==> src/irp_ram.sv <==
// Generic single-port-write, single-port-read RAM with registered read data.
// No dependencies.
module irp_ram #(
  parameter int WIDTH = 32,
  parameter int DEPTH = 64
) (
  input  logic                     clk,
  input  logic                     wr_en,
  input  logic [$clog2(DEPTH)-1:0] wr_addr,
  input  logic [WIDTH-1:0]         wr_data,
  input  logic                     rd_en,
  input  logic [$clog2(DEPTH)-1:0] rd_addr,
  output logic [WIDTH-1:0]         rd_data
);

  logic [WIDTH-1:0] mem [DEPTH];

  always_ff @(posedge clk) begin
    if (wr_en) begin
      mem[wr_addr] <= wr_data;
    end
    if (rd_en) begin
      rd_data <= mem[rd_addr];
    end
  end

endmodule

==> config.mk <==
export PLATFORM = sky130hd
export DESIGN_NAME = irp_ram
export DESIGN_NICKNAME = d
export VERILOG_FILES = /design/src/irp_ram.sv
export SDC_FILE = /design/constraint.sdc
export NUM_CORES = 2
export LEC_CHECK = 0
export ABC_AREA = 1
export BUFFER_PORTS_ARGS = -buffer_cell sky130_fd_sc_hd__buf_4
export CORE_MARGIN = 2
export CORE_UTILIZATION = 30
export CTS_CLUSTER_SIZE = 24
export DETAILED_ROUTE_END_ITERATION = 10
export HOLD_SLACK_MARGIN = 0.08
export PLACE_DENSITY = 0.53
export SKIP_CTS_REPAIR_TIMING = 1
export SYNTH_ARGS = -nofsm -noshare
export SYNTH_HDL_FRONTEND = slang
export SYNTH_SLANG_ARGS = --single-unit
==> constraint.sdc <==
create_clock -name clk -period 6 [get_ports clk]
set_input_delay 0.6 -clock clk [delete_from_list [all_inputs] [get_ports clk]]
set_output_delay 0.6 -clock clk [all_outputs]
set_load 0.05 [all_outputs]
Yosys cells after proc, flatten, opt, wreduce, memory -nomap -nowiden
Memories as Yosys holds them, arrays and structs flattened. A register that Yosys moved wholly into a read port is not among the register bits.
Cells that the tools add are included.
- output and inout port bits: 32
- memories: 1
- input bits: 47
- flip-flop bits (word level): 0
- memory bits (writable): 2048
- memories (memory ; words ; bits a word ; read ports ; clocked after memory_dff ; wr ports ; RTL line ; text):
    mem ; 64 ; 32 ; 1 ; 1 ; 1 ; 16 ; logic [WIDTH-1:0] mem [DEPTH];
- mux-type cells: 2
- operators by type and width (cell ; count):
    $mux W1 ; 2

Logic depth before layout (Yosys ltp)
- depth after elaboration: 2
- mapped depth: 13
- mapped depth without buffers: 9

Worst setup path before layout
OpenSTA, ideal clock, no wires.
- path kind: input port to flip-flop
- start point: in wr_en
- end point: mem mem[48][0] (enable)
- library setup time: 0.502 ns
- arrival time: 4.228 ns
- path slack: 1.270 ns
- stages: 3
- path buffers: 1
- path through: clkbuf_1 > nand4_1 > nor4_1
- longest elaborated chain between the ends: 2
- RTL lines (what ; RTL line ; text):
    from (decl) ; 8 ; input logic wr_en,
    $mux W1 ; 19 ; if (wr_en) begin
    $mux W1 (not written as such) ; 20 ; mem[wr_addr] <= wr_data;
    to (decl) ; 16 ;
Every way passes these cells.

Final worst setup path
- start point: in wr_addr[0]
- end point: mem mem[28][11] (enable)
- RTL lines (what ; RTL line ; text):
    from (decl) ; 9 ; input logic [$clog2(DEPTH)-1:0] wr_addr,
No word-level cell before the write port.

==> results.md <==
* Initial antenna violation count at 11
* Largest family of logic cells by synthesized area: simple AND/OR/NAND/NOR gates
* I/O Buffers at 78
* Drt pass-1 iters at 6
* Leakage at 32.4 nW
* Synth Cell Area at 83100 sq um
* Clock root buffer: clkbuf_16
* Antenna violation net count after detailed routing at 0
* Vias in the first global route at 50600
* Seq cells post-synth at 2080
* Multi-input gate area at 18800 sq um
* RSZ-0062 raised after global routing: false
* Worst-margin pin slew at 1360 ps
* Cell variety after synth at 15
* Starting DRT DRC Count at 5397
* R2R Setup Slk at 4110 ps
* Register Area at 62500 sq um
* CP arrival at 3750 ps
* Pin count of the biggest net entering global routing at 202
* Peak Freq at 0.312 GHz
* Hpwl dp at 129000 microns
* Clock Sinks at 2080
* Critical path launch point type: input pin
* Placed Cells incl. Taps at 10200
* Nets at 6790
* Clk Latency, worst-skew pair at 860 ps
* Number of max-cap violations at 0
* Final Hold Slack at 298 ps
* GRT Total Usage at 17.1%
* Cell Count, Final, Fillers Out at 10600
* Vias per cell at 4.98
* Global-route wire length before repair at 356000 microns
* CTS clk-pin slew, worst paths at 60 ps
* Row count at 193
* Worst setup path class: input pin to register
* CTS tree: done
* CP startpoint: wr_addr[0]
* Core Area at 276000 sq um
* H-Tree Depth at 4
* CP max FO at 24
* Setup TNS at 0 ps
* Fill cells at 26800
* Syn_area_per_cell at 12.3 sq um
* Initial core utilization at 30.1%
* Post-Synth Adder-Cell Area at 0%
* Max Root-Sink Buffers at 3
* Post-synthesis sequential area ratio at 75.2%
* Height of the die at 530 microns
* Fin util at 34.3%
* Wirelength per Cell at 23.0 microns
* Hold path start: wr_data[1]
* Via Count at 52900
* Io pins at 79
* Hold Path Cell Cnt at 1
* Post-synthesis xor/xnor area fraction at 0%
* Worst rel slew slack at 9.41%
* Status: finished clean
* CP required at 6540 ps
* Pwr Density at 328 nW/um^2
* CTS buffer count at 209
* Overflow after GRT at 0
* Final slew viol count at 0
* Synth Instances at 6769
* YS warnings at 0
* Final Cycle Share at 53.5%
* Syn nets at 6816
* DRC errors left at 0
* Synth Area in Simple Gates at 22.0%
* Maximum vdd drop at 0.341 mV
* Compound-gate portion of the synthesized area at 0%
* Worst Setup End Kind: register
* Final setup viols at 0
* Area grow syn2layout at 13.9%
* Chip width at 530 microns
* FF-to-FF path depth at 8
* Final min period at 3210 ps
* Total chip power at 0.0311 W
* Reg-to-Reg Start: mem[56][31]
* Final hold vios at 0
* Final clock skew at 30.5 ps
* Mux share of post-synthesis cell area at 0%
* Min-Delay Path Class: input pin to register
* Routability cong. at 0.804
* Routed wire length at 245000 microns
* Proportion of layout cells with a drive suffix above 1 at 8.31%
* Die Area at 281000 sq um
[worst max-delay path: stages]
cell and delay (ps):
buf_4 170, inv_1 260, nand4_1 1020, nor2_4 1320, buf_4 340
[worst paths after layout]
path	to
max reg2reg	rd_data[31]
max	mem[28][11]
min	mem[56][1]
min reg2reg	rd_data[0]
[cells by family (layout without fill, tap and decap cells)]
family / Yosys count / count (layout)
other: 0 / 4
buffers and inverters: 461 / 608
flip-flops: 2080 / 2080
AND/OR/NAND/NOR: 4228 / 4228
[layer usage]
layer  global-route usage, %  wire length, microns
met2                    27.9                117000
met5                       0                    63
met1                    23.5                106000
met4                    5.67                  7690
met3                    2.11                 13600
[synthesized netlist by cell type]
library cell,instances,area share (%)
nand2_1,2248,10
edfxtp_1,2080,75
nand3_1,1907,11
buf_2,282,1.7
clkbuf_1,77,0.35
nor2_1,56,0.25
buf_4,45,0.41
buf_1,40,0.18
inv_1,9,0.041
nand4_1,9,0.068
nor4_1,8,0.060
buf_6,3,0.041
buf_8,2,0.036
inv_2,2,0.0090
inv_4,1,0.0075
[area by class of cell]
type / count / area share, %
Sequential cell: 2080 / 66.0
Tap cell: 3705 / 4.90
Multi-Input combinational cell: 4228 / 19.8
Clock buffer: 249 / 5.69
Antenna cell: 4 / 0.0106
Inverter: 12 / 0.0873
Timing Repair Buffer: 212 / 2.01
Clock inverter: 135 / 1.46
[sequential cells by signal, summed over array words and instances, names as in the netlist]
register  count
mem        2048
rd_data      32
[through the flow]
step           area, sq um  setup slack [ps]
6_report             94600              2790
5_1_grt              94600              2940
4_1_cts              94600              2930
3_5_place_dp         87900              2020
3_3_place_gp         87900              2120
2_1_floorplan        83100              1270
[layout by cell type (no fill, tap or decap), drive strengths merged]
master and instances:
clkbuf 249, clkinvlp 9, buf 212, nor2 56
diode 4, clkinv 96, nand3 1907, nand2 2248
nor4 8, bufinv 22, edfxtp 2080, inv 20
nand4 9
[power breakdown]
part	internal [W]	leakage (nW)	total (W)	switching [W]
Sequential	0.0161	18.7	0.0162	0.0000450
Combinational	0.000433	10.4	0.00190	0.00147
Clock	0.00736	3.28	0.0130	0.00564
Total	0.0239	32.4	0.0311	0.00715
Power figures use the tool's default switching activity.
